$ cat src/hw/rtl/http_chunked_body_decoder_assert.svh
// ---------------------------------------------------------------------------
// Assertion macros for the chunked body decoder
// Concurrent checks that compile away when SYNTHESIS is defined.
// ---------------------------------------------------------------------------
`ifndef HTTP_CHUNKED_BODY_DECODER_ASSERT_SVH
`define HTTP_CHUNKED_BODY_DECODER_ASSERT_SVH
`ifndef SYNTHESIS
// implication checked every edge outside reset
`define HCD_ASSERT_IMP(label, clk, rst_n, ante, cons, msg) \
  label: assert property (@(posedge clk) disable iff (!rst_n) (ante) |-> (cons)) \
    else $error(msg);
// condition that must hold on the edge after a reset edge
`define HCD_ASSERT_RST(label, clk, rst_n, cons, msg) \
  label: assert property (@(posedge clk) !rst_n |=> (cons)) else $error(msg);
`else
`define HCD_ASSERT_IMP(label, clk, rst_n, ante, cons, msg)
`define HCD_ASSERT_RST(label, clk, rst_n, cons, msg)
`endif
`endif

$ cat src/hw/rtl/hcd_pkg.sv
// ---------------------------------------------------------------------------
// hcd_pkg
// Types, character codes and the byte classifier of the chunked body decoder.
// ---------------------------------------------------------------------------
`default_nettype none

package hcd_pkg;

  // width of the limit register and of the running payload total
  localparam int CFG_W = 32;
  localparam logic [CFG_W-1:0] MAX_BODY_RESET = 32'd1048576;

  // character codes
  localparam logic [7:0] CH_CR    = 8'h0D;
  localparam logic [7:0] CH_LF    = 8'h0A;
  localparam logic [7:0] CH_SP    = 8'h20;
  localparam logic [7:0] CH_TAB   = 8'h09;
  localparam logic [7:0] CH_SEMI  = 8'h3B;
  localparam logic [7:0] CH_0     = 8'h30;
  localparam logic [7:0] CH_9     = 8'h39;
  localparam logic [7:0] CH_LO_A  = 8'h61;
  localparam logic [7:0] CH_LO_F  = 8'h66;
  localparam logic [7:0] CH_UP_A  = 8'h41;
  localparam logic [7:0] CH_UP_F  = 8'h46;

  // result status codes
  localparam logic [1:0] ST_BUSY = 2'd0;
  localparam logic [1:0] ST_DONE = 2'd1;
  localparam logic [1:0] ST_ERR  = 2'd2;

  // trailer match value after the size line's own CRLF
  localparam logic [1:0] TM_AFTER_LINE = 2'd2;
  localparam logic [1:0] TM_FULL       = 2'd3;

  typedef enum logic [2:0] {
    PH_SIZE,
    PH_EXT,
    PH_DATA,
    PH_DCR,
    PH_DLF,
    PH_TRAILER,
    PH_DONE,
    PH_ERROR
  } phase_t;

  // one classified input byte, front end to back end
  typedef struct packed {
    logic       restart;
    logic       is_cr;
    logic       is_lf;
    logic       is_blank;
    logic       is_semi;
    logic       is_hex;
    logic [3:0] hex_val;
    logic [7:0] byte_val;
  } cls_t;

  // one result item
  typedef struct packed {
    logic       data_valid;
    logic [7:0] data_byte;
    logic [1:0] status;
  } res_t;

  function automatic cls_t classify(input logic [7:0] b, input logic rst_bit);
    cls_t c;
    logic dec, alpha;
    dec        = (b >= CH_0) && (b <= CH_9);
    alpha      = ((b >= CH_LO_A) && (b <= CH_LO_F)) || ((b >= CH_UP_A) && (b <= CH_UP_F));
    c.restart  = rst_bit;
    c.is_cr    = (b == CH_CR);
    c.is_lf    = (b == CH_LF);
    c.is_blank = (b == CH_SP) || (b == CH_TAB);
    c.is_semi  = (b == CH_SEMI);
    c.is_hex   = dec || alpha;
    // letters carry their value in the low nibble offset by nine
    c.hex_val  = dec ? b[3:0] : 4'(b[3:0] + 4'd9);
    c.byte_val = b;
    return c;
  endfunction

endpackage

`default_nettype wire

$ cat src/hw/rtl/hcd_queue.sv
// ---------------------------------------------------------------------------
// hcd_queue
// Small register queue with push/full and pop/empty sides.
// ---------------------------------------------------------------------------
`default_nettype none

module hcd_queue #(
  parameter int WIDTH = 8,
  parameter int DEPTH = 2
) (
  input  wire logic             clk,
  input  wire logic             rst_n,
  input  wire logic             push,
  input  wire logic [WIDTH-1:0] din,
  output logic                  full,
  input  wire logic             pop,
  output logic [WIDTH-1:0]      dout,
  output logic                  empty
);

  localparam int PW = (DEPTH > 1) ? $clog2(DEPTH) : 1;
  localparam int CW = $clog2(DEPTH + 1);

  logic [WIDTH-1:0] mem_r [DEPTH];
  logic [PW-1:0]    wr_ptr_r, wr_ptr_nxt;
  logic [PW-1:0]    rd_ptr_r, rd_ptr_nxt;
  logic [CW-1:0]    count_r, count_nxt;
  logic             do_push, do_pop;

  assign full    = (count_r == CW'(DEPTH));
  assign empty   = (count_r == '0);
  assign do_push = push && !full;
  assign do_pop  = pop && !empty;
  assign dout    = mem_r[rd_ptr_r];

  // pointer wrap and occupancy
  always_comb begin
    wr_ptr_nxt = wr_ptr_r;
    rd_ptr_nxt = rd_ptr_r;
    count_nxt  = count_r;
    if (do_push) begin
      wr_ptr_nxt = (wr_ptr_r == PW'(DEPTH - 1)) ? '0 : PW'(wr_ptr_r + 1'b1);
    end
    if (do_pop) begin
      rd_ptr_nxt = (rd_ptr_r == PW'(DEPTH - 1)) ? '0 : PW'(rd_ptr_r + 1'b1);
    end
    if (do_push && !do_pop) begin
      count_nxt = CW'(count_r + 1'b1);
    end else if (do_pop && !do_push) begin
      count_nxt = CW'(count_r - 1'b1);
    end
  end

  always_ff @(posedge clk) begin
    if (!rst_n) begin
      wr_ptr_r <= '0;
      rd_ptr_r <= '0;
      count_r  <= '0;
    end else begin
      wr_ptr_r <= wr_ptr_nxt;
      rd_ptr_r <= rd_ptr_nxt;
      count_r  <= count_nxt;
    end
  end

  // storage, no reset
  always_ff @(posedge clk) begin
    if (do_push) begin
      mem_r[wr_ptr_r] <= din;
    end
  end

endmodule

`default_nettype wire

$ cat src/hw/rtl/hcd_front.sv
// ---------------------------------------------------------------------------
// hcd_front
// Accepts raw bytes, classifies them and queues them for the decoder.
// ---------------------------------------------------------------------------
`default_nettype none

module hcd_front
  import hcd_pkg::*;
(
  input  wire logic       clk,
  input  wire logic       rst_n,
  input  wire logic       in_push,
  input  wire logic [7:0] in_byte,
  input  wire logic       in_restart,
  output logic            in_full,
  input  wire logic       q_pop,
  output cls_t            q_item,
  output logic            q_empty
);

  cls_t cls_in;

  // character classes computed once on the way in
  assign cls_in = classify(in_byte, in_restart);

  hcd_queue #(
    .WIDTH ($bits(cls_t)),
    .DEPTH (2)
  ) u_in_queue (
    .clk   (clk),
    .rst_n (rst_n),
    .push  (in_push),
    .din   (cls_in),
    .full  (in_full),
    .pop   (q_pop),
    .dout  (q_item),
    .empty (q_empty)
  );

endmodule

`default_nettype wire

$ cat src/hw/rtl/hcd_back.sv
// ---------------------------------------------------------------------------
// hcd_back
// Chunk parser state machine; one classified byte per cycle into the result
// queue, while the input queue holds a byte and the result queue is not full.
// ---------------------------------------------------------------------------
`default_nettype none

module hcd_back
  import hcd_pkg::*;
#(
  parameter int COUNT_BITS = 32
) (
  input  wire logic             clk,
  input  wire logic             rst_n,
  input  wire logic             cfg_wr_en,
  input  wire logic [CFG_W-1:0] cfg_wr_data,
  input  wire cls_t             q_item,
  input  wire logic             q_empty,
  output logic                  q_pop,
  input  wire logic             out_pop,
  output res_t                  out_item,
  output logic                  out_empty
);

  localparam int W     = COUNT_BITS;
  localparam int SUM_W = ((W > CFG_W) ? W : CFG_W) + 1;

  phase_t           phase_r, phase_nxt;
  logic [W-1:0]     size_accum_r, size_accum_nxt;
  logic             digits_seen_r, digits_seen_nxt;
  logic             digits_closed_r, digits_closed_nxt;
  logic             pending_cr_r, pending_cr_nxt;
  logic [W-1:0]     bytes_left_r, bytes_left_nxt;
  logic [CFG_W-1:0] body_total_r, body_total_nxt;
  logic [1:0]       trailer_match_r, trailer_match_nxt;
  logic [CFG_W-1:0] max_body_r;

  // state as seen by this byte, after an optional restart
  phase_t           e_phase;
  logic [W-1:0]     e_size;
  logic             e_seen, e_closed, e_pc;
  logic [W-1:0]     e_left;
  logic [CFG_W-1:0] e_total;
  logic [1:0]       e_tm;

  logic             step, out_full;
  logic             closed_a;
  logic [W-1:0]     size_shift;
  logic [W-1:0]     left_dec;
  logic [SUM_W-1:0] sum_total;
  logic             over_limit;
  res_t             res;

  assign step  = !q_empty && !out_full;
  assign q_pop = step;

  assign e_phase  = q_item.restart ? PH_SIZE : phase_r;
  assign e_size   = q_item.restart ? '0 : size_accum_r;
  assign e_seen   = !q_item.restart && digits_seen_r;
  assign e_closed = !q_item.restart && digits_closed_r;
  assign e_pc     = !q_item.restart && pending_cr_r;
  assign e_left   = q_item.restart ? '0 : bytes_left_r;
  assign e_total  = q_item.restart ? '0 : body_total_r;
  assign e_tm     = q_item.restart ? '0 : trailer_match_r;

  // a CR not followed by LF closes the digit run
  assign closed_a = e_closed || (e_pc && !q_item.is_lf && e_seen);

  // hex accumulate, saturating once the top nibble is in use
  assign size_shift = (e_size[W-1:W-4] != 4'd0) ? '1 : {e_size[W-5:0], q_item.hex_val};

  assign left_dec   = W'(e_left - W'(e_left != '0));
  assign sum_total  = SUM_W'(e_total) + SUM_W'(e_size);
  assign over_limit = (sum_total > SUM_W'(max_body_r));

  // next state
  always_comb begin
    phase_nxt         = e_phase;
    size_accum_nxt    = e_size;
    digits_seen_nxt   = e_seen;
    digits_closed_nxt = e_closed;
    pending_cr_nxt    = e_pc;
    bytes_left_nxt    = e_left;
    body_total_nxt    = e_total;
    trailer_match_nxt = e_tm;
    unique case (e_phase) inside
      PH_SIZE, PH_EXT: begin
        if (e_pc && q_item.is_lf) begin
          // end of size line
          pending_cr_nxt = 1'b0;
          if (!e_seen) begin
            phase_nxt = PH_ERROR;
          end else if (e_size == '0) begin
            phase_nxt         = PH_TRAILER;
            trailer_match_nxt = TM_AFTER_LINE;
          end else if (over_limit) begin
            phase_nxt = PH_ERROR;
          end else begin
            body_total_nxt = CFG_W'(sum_total);
            bytes_left_nxt = e_size;
            phase_nxt      = PH_DATA;
          end
        end else if (e_phase == PH_EXT) begin
          pending_cr_nxt = q_item.is_cr;
        end else begin
          pending_cr_nxt    = 1'b0;
          digits_closed_nxt = closed_a;
          if (q_item.is_cr) begin
            pending_cr_nxt = 1'b1;
          end else if (q_item.is_blank || q_item.is_lf) begin
            digits_closed_nxt = closed_a || e_seen;
          end else if (q_item.is_semi) begin
            phase_nxt = e_seen ? PH_EXT : PH_ERROR;
          end else if (!q_item.is_hex || closed_a) begin
            phase_nxt = PH_ERROR;
          end else begin
            size_accum_nxt  = size_shift;
            digits_seen_nxt = 1'b1;
          end
        end
      end
      PH_DATA: begin
        bytes_left_nxt = left_dec;
        if (left_dec == '0) begin
          phase_nxt = PH_DCR;
        end
      end
      PH_DCR: begin
        phase_nxt = q_item.is_cr ? PH_DLF : PH_ERROR;
      end
      PH_DLF: begin
        if (q_item.is_lf) begin
          phase_nxt         = PH_SIZE;
          size_accum_nxt    = '0;
          digits_seen_nxt   = 1'b0;
          digits_closed_nxt = 1'b0;
          pending_cr_nxt    = 1'b0;
        end else begin
          phase_nxt = PH_ERROR;
        end
      end
      PH_TRAILER: begin
        // track progress toward CRLFCRLF
        if (!e_tm[0]) begin
          trailer_match_nxt = q_item.is_cr ? 2'(e_tm + 2'd1) : 2'd0;
        end else if (q_item.is_lf) begin
          if (e_tm == TM_FULL) begin
            phase_nxt         = PH_DONE;
            trailer_match_nxt = 2'd0;
          end else begin
            trailer_match_nxt = 2'(e_tm + 2'd1);
          end
        end else begin
          trailer_match_nxt = q_item.is_cr ? 2'd1 : 2'd0;
        end
      end
      PH_DONE: begin
        phase_nxt = PH_DONE;
      end
      default: begin
        phase_nxt = PH_ERROR;
      end
    endcase
  end

  // result fields
  always_comb begin
    res.data_valid = (e_phase == PH_DATA);
    res.data_byte  = (e_phase == PH_DATA) ? q_item.byte_val : 8'd0;
    if (phase_nxt == PH_ERROR) begin
      res.status = ST_ERR;
    end else if (e_phase == PH_TRAILER && phase_nxt == PH_DONE) begin
      res.status = ST_DONE;
    end else begin
      res.status = ST_BUSY;
    end
  end

  always_ff @(posedge clk) begin
    if (!rst_n) begin
      phase_r         <= PH_SIZE;
      size_accum_r    <= '0;
      digits_seen_r   <= 1'b0;
      digits_closed_r <= 1'b0;
      pending_cr_r    <= 1'b0;
      bytes_left_r    <= '0;
      body_total_r    <= '0;
      trailer_match_r <= '0;
    end else if (step) begin
      phase_r         <= phase_nxt;
      size_accum_r    <= size_accum_nxt;
      digits_seen_r   <= digits_seen_nxt;
      digits_closed_r <= digits_closed_nxt;
      pending_cr_r    <= pending_cr_nxt;
      bytes_left_r    <= bytes_left_nxt;
      body_total_r    <= body_total_nxt;
      trailer_match_r <= trailer_match_nxt;
    end
  end

  // body limit register
  always_ff @(posedge clk) begin
    if (!rst_n) begin
      max_body_r <= MAX_BODY_RESET;
    end else if (cfg_wr_en) begin
      max_body_r <= cfg_wr_data;
    end
  end

  hcd_queue #(
    .WIDTH ($bits(res_t)),
    .DEPTH (2)
  ) u_out_queue (
    .clk   (clk),
    .rst_n (rst_n),
    .push  (step),
    .din   (res),
    .full  (out_full),
    .pop   (out_pop),
    .dout  (out_item),
    .empty (out_empty)
  );

endmodule

`default_nettype wire

$ cat src/hw/rtl/http_chunked_body_decoder.sv
// Flow: a byte transferred on the input channel is registered in the input
//   queue, parsed by the back end and its result registered in the result queue.
// Throughput: one byte per cycle while neither queue stalls the back end; the
//   two-entry queues let either side stall on its own.
// Reset: synchronous, active low; empties both queues, returns the parser to
//   the size line and loads the body limit register with 1048576.
`default_nettype none
`include "http_chunked_body_decoder_assert.svh"

// ---------------------------------------------------------------------------
// http_chunked_body_decoder
// Decodes an HTTP/1.1 chunked body byte stream into payload bytes + status.
// ---------------------------------------------------------------------------
module http_chunked_body_decoder
  import hcd_pkg::*;
#(
  parameter int COUNT_BITS = 32
) (
  input  wire logic             clk,
  input  wire logic             rst_n,
  // configuration
  input  wire logic             cfg_wr_en,
  input  wire logic [CFG_W-1:0] cfg_wr_data,
  // input channel
  input  wire logic             in_push,
  input  wire logic [7:0]       in_byte_in,
  input  wire logic             in_restart,
  output logic                  in_full,
  // result channel
  input  wire logic             out_pop,
  output logic                  out_empty,
  output logic                  out_data_valid,
  output logic [7:0]            out_data_byte,
  output logic [1:0]            out_status
);

  cls_t q_item;
  logic q_empty, q_pop;
  res_t out_item;

  hcd_front u_front (
    .clk        (clk),
    .rst_n      (rst_n),
    .in_push    (in_push),
    .in_byte    (in_byte_in),
    .in_restart (in_restart),
    .in_full    (in_full),
    .q_pop      (q_pop),
    .q_item     (q_item),
    .q_empty    (q_empty)
  );

  hcd_back #(
    .COUNT_BITS (COUNT_BITS)
  ) u_back (
    .clk         (clk),
    .rst_n       (rst_n),
    .cfg_wr_en   (cfg_wr_en),
    .cfg_wr_data (cfg_wr_data),
    .q_item      (q_item),
    .q_empty     (q_empty),
    .q_pop       (q_pop),
    .out_pop     (out_pop),
    .out_item    (out_item),
    .out_empty   (out_empty)
  );

  assign out_data_valid = out_item.data_valid;
  assign out_data_byte  = out_item.data_byte;
  assign out_status     = out_item.status;

  // checks
  `HCD_ASSERT_RST(a_reset_empty, clk, rst_n, out_empty && !in_full, "queues not empty after reset")
  `HCD_ASSERT_IMP(a_status_code, clk, rst_n, !out_empty, out_status != 2'd3, "undefined status code")
  `HCD_ASSERT_IMP(a_data_busy, clk, rst_n, !out_empty && out_data_valid, out_status == ST_BUSY, "payload byte with end status")
  `HCD_ASSERT_IMP(a_data_zero, clk, rst_n, !out_empty && !out_data_valid, out_data_byte == 8'd0, "nonzero byte without payload")

endmodule

`default_nettype wire

$ cat config.mk
export PLATFORM = sky130hd
export DESIGN_NAME = http_chunked_body_decoder
export DESIGN_NICKNAME = d
export VERILOG_FILES = /design/src/hw/rtl/hcd_pkg.sv /design/src/hw/rtl/hcd_queue.sv /design/src/hw/rtl/hcd_front.sv /design/src/hw/rtl/hcd_back.sv /design/src/hw/rtl/http_chunked_body_decoder.sv
export VERILOG_INCLUDE_DIRS = /design/src /design/src/hw/rtl
export SDC_FILE = /design/constraint.sdc
export NUM_CORES = 1
export LEC_CHECK = 0
export ABC_AREA = 1
export BUFFER_PORTS_ARGS = -buffer_cell sky130_fd_sc_hd__buf_2
export CAP_MARGIN = 20
export CELL_PAD_IN_SITES_DETAIL_PLACEMENT = 2
export CELL_PAD_IN_SITES_GLOBAL_PLACEMENT = 2
export CORE_MARGIN = 2
export CORE_UTILIZATION = 36
export DETAILED_ROUTE_END_ITERATION = 10
export MAX_ROUTING_LAYER = met4
export PLACE_DENSITY_LB_ADDON = 0.15
export SYNTH_ARGS = -nofsm -noshare
export SYNTH_HDL_FRONTEND = slang
export SYNTH_HIERARCHICAL = 1
export SYNTH_SLANG_ARGS = --single-unit
$ cat constraint.sdc
create_clock -name clk -period 7.1 [get_ports clk]
set_input_delay 1.065 -clock clk [delete_from_list [all_inputs] [get_ports clk]]
set_output_delay 1.065 -clock clk [all_outputs]
set_load 0.02 [all_outputs]
==> results of run 1 <==
-- power by group through the flow --
stage / registers [mW] / clock network (mW) / logic, mW
6_report: 1.69 / 1.58 / 4.69
5_1_grt: 1.72 / 1.65 / 5.17
4_1_cts: 1.69 / 1.61 / 4.67
3_5_place_dp: 1.70 / 0 / 4.61
3_3_place_gp: 1.68 / 0 / 4.44
2_1_floorplan: 1.65 / 0 / 3.21
-- cells in the mapped netlist, drive strengths merged (4+ instances only) --
cell,instances,share of area
nand2,451,0.12
inv,310,0.076
a21oi,296,0.097
nor2,213,0.057
o21ai,192,0.063
dfxtp,146,0.19
nand3,109,0.037
clkbuf,79,0.019
ha,71,0.058
edfxtp,58,0.11
nand4,50,0.021
xor2,45,0.026
buf,38,0.016
a221oi,35,0.020
mux2,29,0.024
o211ai,29,0.014
nor3,23,0.0085
a31oi,19,0.0077
o221ai,11,0.0063
xnor2,8,0.0046
nand3b,7,0.0034
nor4,6,0.0034
o21bai,5,0.0024
a21boi,4,0.0020
-- routing by layer --
metal / part of all wire / up-vias / GRT usage / wire (µm)
li1: - / 7633 / - / -
met5: 0 / - / - / 0
met3: 0.039 / 96 / 0.0357 / 2510
met2: 0.47 / 285 / 0.498 / 30500
met1: 0.46 / 8057 / 0.384 / 29500
met4: 0.027 / 0 / 0.0847 / 1770
-- cell type report --
type	count	area (µm²)
inverters	313	1180
clock inverters	18	267
clock buffers	32	736
diodes	1	2.50
flip-flops and latches	204	4660
repair buffers	93	553
fillers	5036	24900
well taps	539	674
multi-input cells	1626	9030
-- metrics by stage --
stage	hold WS (ns)	cells	instance area [µm²]	total power, mW	setup WS, ns
2_1_floorplan	0.440	2260	15400	4.86	1.59
3_3_place_gp	0.454	2775	16100	6.12	0.936
3_5_place_dp	0.461	2775	16100	6.31	0.816
4_1_cts	0.470	2825	17100	7.97	0.789
5_1_grt	0.480	2826	17100	8.53	0.292
6_report	0.470	2826	17100	7.95	0.702
-- worst max-delay path, delay by kind of cell, from the launching register on --
| family | cells | cell delay (ns) |
|---|---|---|
| adder cells (fa/ha/maj) | 2 | 0.64 |
| flip-flops | 1 | 0.34 |
| multiplexers | 1 | 0.47 |
| AND/OR/NAND/NOR | 13 | 1.47 |
| AO/OA/AOI/OAI | 9 | 1.79 |
| XOR/XNOR | 1 | 0.34 |
| buffers and inverters | 6 | 1.15 |
-- flip-flops by register name, summed over array words and instances, names as in the netlist, 3 cells and up, named ones only --
name,cells
u_front/u_in_queue/mem_r,36
u_back/max_body_r,32
u_back/size_accum_r,32
u_back/body_total_r,32
u_back/u_out_queue/mem_r,22
u_back/phase_r,3
u_back/bytes_left_r,32
-- placed cells by master (no fill, tap or decap), drive strengths merged, types with 2 or more instances in the layout --
cell type	netlist	routed
nor2	213	213
edfxtp	58	58
o21a	3	3
nor3	23	23
o22ai	2	2
o21ai	192	192
nor4	6	6
ha	71	71
a31oi	19	19
a221oi	35	35
a21o	3	3
o211ai	29	29
bufinv	0	6
clkinv	3	11
o221ai	11	11
nand4	50	50
xor2	45	45
dfxtp	146	146
o311ai	2	2
a21oi	296	296
o31ai	3	3
inv	310	312
clkbuf	79	32
nand3b	7	7
clkinvlp	0	2
xnor2	8	8
a211oi	2	2
mux2	29	29
nand2	451	451
a21boi	4	4
buf	38	93
nand3	109	109
o21bai	5	5
-- how the worst min path moves through the flow --
stage / cells after the start / from / to
finish: 2 / u_back/max_body_r[9]$_SDFFE_PN0P_ / u_back/max_body_r[9]$_SDFFE_PN0P_
global route: 2 / u_back/body_total_r[20]$_SDFFE_PN0P_ / u_back/body_total_r[20]$_SDFFE_PN0P_
CTS: 2 / u_back/body_total_r[20]$_SDFFE_PN0P_ / u_back/body_total_r[20]$_SDFFE_PN0P_
detailed placement: 2 / u_back/body_total_r[20]$_SDFFE_PN0P_ / u_back/body_total_r[20]$_SDFFE_PN0P_
global placement: 2 / u_back/body_total_r[31]$_SDFFE_PN0P_ / u_back/body_total_r[31]$_SDFFE_PN0P_
floorplan: 2 / u_back/max_body_r[10]$_SDFFE_PN0P_ / u_back/max_body_r[10]$_SDFFE_PN0P_
-- logic make-up (layout without fill, tap and decap cells) --
logic type | after synthesis | in the layout | share of synthesized area
simple gates | 862 | 862 | 0.250
compound gates | 610 | 610 | 0.222
buf+inv | 430 | 456 | 0.112
flops | 204 | 204 | 0.303
fa+ha+maj | 72 | 72 | 0.0590
xor+xnor | 53 | 53 | 0.0301
mux | 29 | 29 | 0.0236
other cells | 0 | 1 | 0
==> metrics, run 1 <==
# Post-CTS Setup Buffers=0; Final setup viols=0; row count=75; Syn Nets=2378; internal cell power=3.82 mW; PD cells=465 nW/µm²; Final Max Tran Viols=0; combinational share of power=0.590; clock-pin slew on the worst setup and hold paths=0.06 ns; hpwl dp=45900 µm; Top FF cell, synth=dfxtp_1; global-route wire length before repair=101000 µm; clk sink count=204; Slew headroom=0.303; largest net degree at the start of global routing=85; Cell Area, Synth=15400 µm²; vias in the first global route=17500; share of layout cells above drive strength 1=0.115; r2r endpoint=u_back/body_total_r[27]$_SDFFE_PN0P_; Global Route Usage Sum=0.299; clk_lat worst skew=0.58 ns; RSZ-0062 raised after global routing=no; clock tree from TritonCTS=done; via/cell ratio=5.69; register-to-register setup slack=0.70 ns; outcome=finished clean; final worst path period share=0.901; Cell variety after synth=57; CP most frequent cell=nand2_1; Switch Pwr=4.13 mW; RePlAce Congestion=0.890; max-cap violations=0; hold buffers post-CTS=0; FF-to-FF path depth=32; crit path max fanout=23; Max Clk Rate=0.156 GHz; crit path capture type=flop; 1st-pass router iterations=6; Yosys reg bits=204; actual slew at the worst max-slew pin=1.04 ns; Post-synth EDFFs=58; Fin Clk Skew=0.0137 ns; CORE AREA=42000 µm²; post-cts sizing count=0; cell count after synthesis=2260; CTS Buf Count=27; die area=44400 µm²; Starting DRT DRC Count=874; CP required=7.52 ns; post-synthesis sequential area ratio=0.303; maximum VDD drop=0.261 mV; nets=2383; die width=211 µm; Tmin final=6.40 ns; I/O Buffers=58; biggest cell delay along the critical path=0.52 ns; Final Hold Fails=0; Clk pwr share=0.198; synth-to-layout area growth=11.1%; initial antenna violation count=1; Routed Wire Length=64300 µm; Sw Ratio=0.519; DR WL/cell=22.8 µm; grt total ovfl=0; DR vias=16100; sequential power share=0.212; P_leak=7.59 nW; Hold Crit Class=flop to flop; Synth warnings=6; critical path's slowest cell=nand3_2; Bufs on Longest Clock Path=3; Arr. time, crit path=6.82 ns; Die Height=211 µm; CTS Root Cell=clkbuf_16; Synth async-reset ratio=0; nature of the critical path startpoint=flop; capture point of the worst path=u_back/body_total_r[27]$_SDFFE_PN0P_; I/O pins=59; CTS H-tree lvls=1; DRC=0; syn avg cell area=6.81 µm²; post-route ant nets=0; Setup CP Type=flop to flop; TNS Setup=0 ns; Core Util, Final=0.407; Initial Utilization=0.366
Power figures use the tool's default switching activity.
==> inputs of run 2 (changes only) <==
- CELL_PAD_IN_SITES_DETAIL_PLACEMENT: 2 -> 1
==> run 2 against run 1 <==
Against the previous run: worst setup slack improved by 0.15 ns; routed wire length shrank 10%; first-iteration DRC count grew 9.7%; cell count barely moved.
==> metrics, run 2 (same netlist as run 1, synthesis figures left out) <==
initial antenna violation count=0 (-1); Die Height=211 µm (unchanged); Hold Crit Class=flop to flop; max FFs per register=36 (unchanged); I/O Buffers=58 (unchanged); CP required=7.41 ns (-0.11 ns); die area=44400 µm² (unchanged); 1st-pass router iterations=5 (-1); Slew headroom=0.309 (+0.00574); Global Route Usage Sum=0.270 (-0.0292); synth-to-layout area growth=10.6%; clock tree from TritonCTS=done; CP most frequent cell=nand2_1; post-route ant nets=0 (unchanged); CORE AREA=42000 µm² (unchanged); dpl ws=0.930 ns (+0.114 ns); RePlAce Congestion=0.890 (unchanged); Final Hold Fails=0 (unchanged); CTS Root Cell=clkbuf_16; P_leak=7.54 nW (-0.66%); clk_lat worst skew=0.57 ns (about the same); most frequent cells in the layout=420 x nand2_1, 294 x a21oi_1, 282 x inv_1; Initial Utilization=0.366 (unchanged); hpwl dp=41100 µm (-11%); Bufs on Longest Clock Path=3 (unchanged); actual slew at the worst max-slew pin=1.03 ns (-0.00706 ns); critical path's slowest cell=mux2_2; RSZ-0062 raised after global routing=no; CTS Buf Count=27 (unchanged); share of layout cells above drive strength 1=0.114 (-0.00131); PD cells=450 nW/µm² (-3.2%); via/cell ratio=5.50 (-3.3%); CTS H-tree lvls=1 (unchanged); Fin Clk Skew=0.0124 ns (-0.00132 ns); # diodes=0 (-1); Arr. time, crit path=6.56 ns (-0.26 ns); global-route wire length before repair=92000 µm (-9.4%); clock-pin slew on the worst setup and hold paths=0.06 ns (about the same); Setup CP Type=flop to flop; Tmin final=6.25 ns (-0.153 ns); maximum VDD drop=0.283 mV (+8.6%); vias in the first global route=16000 (-8.6%); outcome=finished clean; Final setup viols=0 (unchanged); max-cap violations=0 (unchanged); final worst path period share=0.880 (-0.0215); nets=2383 (unchanged); Routed Wire Length=57700 µm (-10%); post-cts sizing count=0 (unchanged); FF-to-FF path depth=34 (+6.3%); crit path max fanout=28 (+22%); hold buffers post-CTS=0 (unchanged); die width=211 µm (unchanged); # Post-CTS Setup Buffers=0 (unchanged); DR WL/cell=20.4 µm (-10%); largest net degree at the start of global routing=85 (unchanged); clk sink count=204 (unchanged); crit path capture type=flop; critical path depth=34 (+6.3%); row count=75 (unchanged); crit-path leading delay family=simple AND/OR/NAND/NOR gates; I/O pins=59 (unchanged); largest reg by FF count=u_front/u_in_queue/mem_r; CP Buf/Inv Count=7 (+1); nature of the critical path startpoint=flop; biggest cell delay along the critical path=0.47 ns (-0.05 ns); final worst setup slack=0.854 ns (+0.153 ns); grt total ovfl=0 (unchanged); Max Clk Rate=0.160 GHz (+2.4%); Final Max Tran Viols=0 (unchanged); TNS Setup=0 ns (unchanged); DRC=0 (unchanged); commonest non-fill, non-tap cell in the layout=nand2_1; hold path cells=2 (unchanged); DR vias=15500 (-3.3%); Starting DRT DRC Count=959 (+9.7%)
-- run 2: cell types whose count changed in the layout (fill, tap and decap cells not counted), moves of 2 or more --
cell | previous run | this run
clkinvlp_4 | 2 | 5
clkbuf_1 | 2 | 6
inv_6 | 3 | 1
bufinv_16 | 6 | 4
-- run 2: report_power, final --
group / leakage, nW / switching (mW) / internal, mW
Sequential: 1.75 / 0.144 / 1.52
Combinational: 5.36 / 3.21 / 1.33
Clock: 0.436 / 0.585 / 0.870
-- run 2: area by class of cell --
type	count	area [µm²]
fillers	5365	25000
multi-input cells	1626	9030
flip-flops and latches	204	4660
inverters	313	1180
clock buffers	35	726
well taps	539	674
repair buffers	93	553
clock inverters	15	203
-- run 2: routing by layer --
| metal | wire length, µm | vias up | track usage |
|---|---|---|---|
| met3 | 2700 | 55 | 0.0348 |
| met1 | 28200 | 7549 | 0.376 |
| li1 | - | 7641 | - |
| met5 | 0 | - | - |
| met2 | 25900 | 298 | 0.426 |
| met4 | 809 | 0 | 0.0444 |
-- run 2: per-stage QoR --
| stage | area (µm²) | hold slack (ns) | instances | util | power, mW |
|---|---|---|---|---|---|
| CTS | 17000 | 0.467 | 2825 | 0.405 | 7.69 |
| global route | 17000 | 0.492 | 2825 | 0.405 | 8.29 |
| detailed placement | 16100 | 0.458 | 2775 | 0.383 | 6.18 |
| floorplan | 15400 | 0.440 | 2260 | - | 4.86 |
| global placement | 16100 | 0.454 | 2775 | 0.383 | 6.12 |
| finish | 17000 | 0.464 | 2825 | 0.405 | 7.66 |
-- run 2: final timing paths --
| kind | end | start | slack, ns |
|---|---|---|---|
| max | u_back/u_out_queue/mem_r[0][1]$_DFFE_PP_ | flop | 0.85 |
| min | u_back/body_total_r[31]$_SDFFE_PN0P_ | u_back/body_total_r[31]$_SDFFE_PN0P_ | 0.46 |
| max reg2reg | u_back/u_out_queue/mem_r[0][1]$_DFFE_PP_ | flop | 0.85 |
| min reg2reg | u_back/body_total_r[31]$_SDFFE_PN0P_ | u_back/body_total_r[31]$_SDFFE_PN0P_ | 0.46 |
-- run 2: worst min-delay path, cell delays in order (launching register included) --
cell and delay, ns:
dfxtp_1 0.31, nand2_1 0.06, a21oi_1 0.05
==> inputs of run 3 (changes only) <==
- clock period: 7.1 -> 5.97 ns (I/O delays scaled with it)
==> run 3 against run 2 <==
Against the previous run: core utilization up 0.61 points; fmax up 11%; global-route usage down 0.74 points; non-clock buffer count up 23; largest cell class unchanged; combinational power up 21%; largest power group unchanged; clock-buffer cell count up 1; critical path depth down 9.
==> metrics, run 3 (same netlist as run 1, synthesis figures left out) <==
outcome=finished clean; grt total ovfl=0 (unchanged); Core Util, Final=0.411 (+0.00613); register-to-register setup slack=0.36 ns (-0.49 ns); highest metal used=met4; Power, Total=9.21 mW (+20%); CTS Buf Count=27 (unchanged); # diodes=0 (unchanged); DRC=0 (unchanged); Global Route Usage Sum=0.263 (-0.00743); nets=2406 (+0.97%); hpwl dp=41200 µm (+0.44%); crit path capture type=flop; initial antenna violation count=0 (unchanged); DR vias=15600 (+0.23%); TNS Setup=0 ns (unchanged); Die Height=211 µm (unchanged); WHS=0.464 ns (-0.000775 ns); clock tree from TritonCTS=done; hold path cells=2 (unchanged); placed cells=2796 (+0.76%); CP required=6.48 ns (-0.93 ns); r2r endpoint=u_back/body_total_r[28]$_SDFFE_PN0P_; CTS H-tree lvls=1 (unchanged); DR WL/cell=20.0 µm (-2.3%); I/O pins=59 (unchanged); Hold Crit Class=flop to flop; vias in the first global route=15900 (-0.10%); nature of the critical path startpoint=flop; Starting DRT DRC Count=869 (-9.4%); Final Max Tran Viols=0 (unchanged); crit path max fanout=22 (-21%); Initial Utilization=0.366 (unchanged); max-cap violations=0 (unchanged); die width=211 µm (unchanged); 1st-pass router iterations=5 (unchanged); fin cells=2848 (+0.81%); CORE AREA=42000 µm² (unchanged); clk sink count=204 (unchanged); final worst path period share=0.939 (+0.0596); routed wl met3=1900 µm (-30%); post-route ant nets=0 (unchanged); Arr. time, crit path=6.12 ns (-0.44 ns); Final Hold Fails=0 (unchanged); wire length on met2=25700 µm (-0.97%); clk_lat worst skew=0.58 ns (about the same); final worst setup slack=0.363 ns (-0.492 ns); M1 wire length=28000 µm (-1.1%); FF-to-FF path depth=25 (-26%); Routed Wire Length=56800 µm (-1.5%); largest net degree at the start of global routing=86 (+1.2%); commonest non-fill, non-tap cell in the layout=nand2_1; row count=75 (unchanged); cell area after layout=17300 µm² (+1.5%); I/O Buffers=58 (unchanged); die area=44400 µm² (unchanged); Bufs on Longest Clock Path=3 (unchanged); capture point of the worst path=u_back/body_total_r[28]$_SDFFE_PN0P_; largest reg by FF count=u_front/u_in_queue/mem_r; P_leak=7.68 nW (+1.8%); Max Clk Rate=0.178 GHz (+11%); CTS Root Cell=clkbuf_16; Final setup viols=0 (unchanged); via/cell ratio=5.47 (-0.58%); clock-pin slew on the worst setup and hold paths=0.06 ns (about the same); PD cells=533 nW/µm² (+18%); RePlAce Congestion=0.922 (+3.6%); actual slew at the worst max-slew pin=0.985 ns (-0.0487 ns); most frequent cells in the layout=419 x nand2_1, 292 x a21oi_1, 281 x inv_1; Setup CP Type=flop to flop; maximum VDD drop=0.241 mV (-15%); Slew headroom=0.343 (+0.0340); global-route wire length before repair=90000 µm (-2.1%); Tmin final=5.61 ns (-0.638 ns); max FFs per register=36 (unchanged); share of layout cells above drive strength 1=0.126 (+0.0123); synth-to-layout area growth=12.3%; dpl ws=-0.175 ns (-1.11 ns); Fin Clk Skew=0.0166 ns (+0.00417 ns); dpl cell area=16300 µm² (+1.1%)
run 3: area by class of cell:
class                           instances  area, µm²
Clock inverter                         14        175
Clock buffer                           36        749
Inverter                              313       1180
Tap cell                              539        674
Sequential cell                       204       4660
Fill cell                            5417      24800
Multi-Input combinational cell       1626       9070
Timing Repair Buffer                  116        766
run 3: metal layers:
metal / up-vias / track usage
met3: 60 / 0.0280
met1: 7607 / 0.361
met5: - / -
li1: 7675 / -
met2: 237 / 0.415
met4: 0 / 0.0641
run 3: where the power goes:
| part | switching, mW | internal [mW] | leakage [nW] |
|---|---|---|---|
| Clock | 0.696 | 1.02 | 0.441 |
| Sequential | 0.174 | 1.81 | 1.75 |
| Combinational | 3.80 | 1.71 | 5.49 |
| Total | 4.67 | 4.54 | 7.68 |
run 3: critical path, cell delays in order, from the launching register on:
cell	delay, ns
dfxtp_1	0.34
mux2_2	0.44
buf_4	0.26
nor2_1	0.34
ha_1	0.36
nand2_1	0.16
inv_1	0.06
a21oi_1	0.22
a21boi_1	0.30
o21ai_1	0.19
xor2_1	0.26
inv_1	0.07
ha_1	0.30
nand2_1	0.05
nor2_1	0.15
nand3_1	0.09
nor2_1	0.17
nand2_1	0.09
nor3_2	0.22
nand4_1	0.29
nand2_4	0.23
buf_6	0.22
nand4_1	0.25
a21oi_1	0.22
nand2_1	0.09
a21oi_1	0.14
run 3: repair_timing:
item                       in CTS  in global routing
hold buffers                    0                  0
gates resized for setup         5                 13
setup endpoints to repair      55                 67
pin swaps                       1                  3
setup buffers                   0                  1
run 3: worst min-delay path by stage:
| stage | startpoint | endpoint |
|---|---|---|
| detailed placement | u_back/body_total_r[27]$_SDFFE_PN0P_ | u_back/body_total_r[27]$_SDFFE_PN0P_ |
| finish | u_back/body_total_r[25]$_SDFFE_PN0P_ | u_back/body_total_r[25]$_SDFFE_PN0P_ |
| CTS | u_back/body_total_r[27]$_SDFFE_PN0P_ | u_back/body_total_r[27]$_SDFFE_PN0P_ |
| floorplan | u_back/max_body_r[10]$_SDFFE_PN0P_ | u_back/max_body_r[10]$_SDFFE_PN0P_ |
| global route | u_back/body_total_r[12]$_SDFFE_PN0P_ | u_back/body_total_r[12]$_SDFFE_PN0P_ |
| global placement | u_back/body_total_r[23]$_SDFFE_PN0P_ | u_back/body_total_r[23]$_SDFFE_PN0P_ |
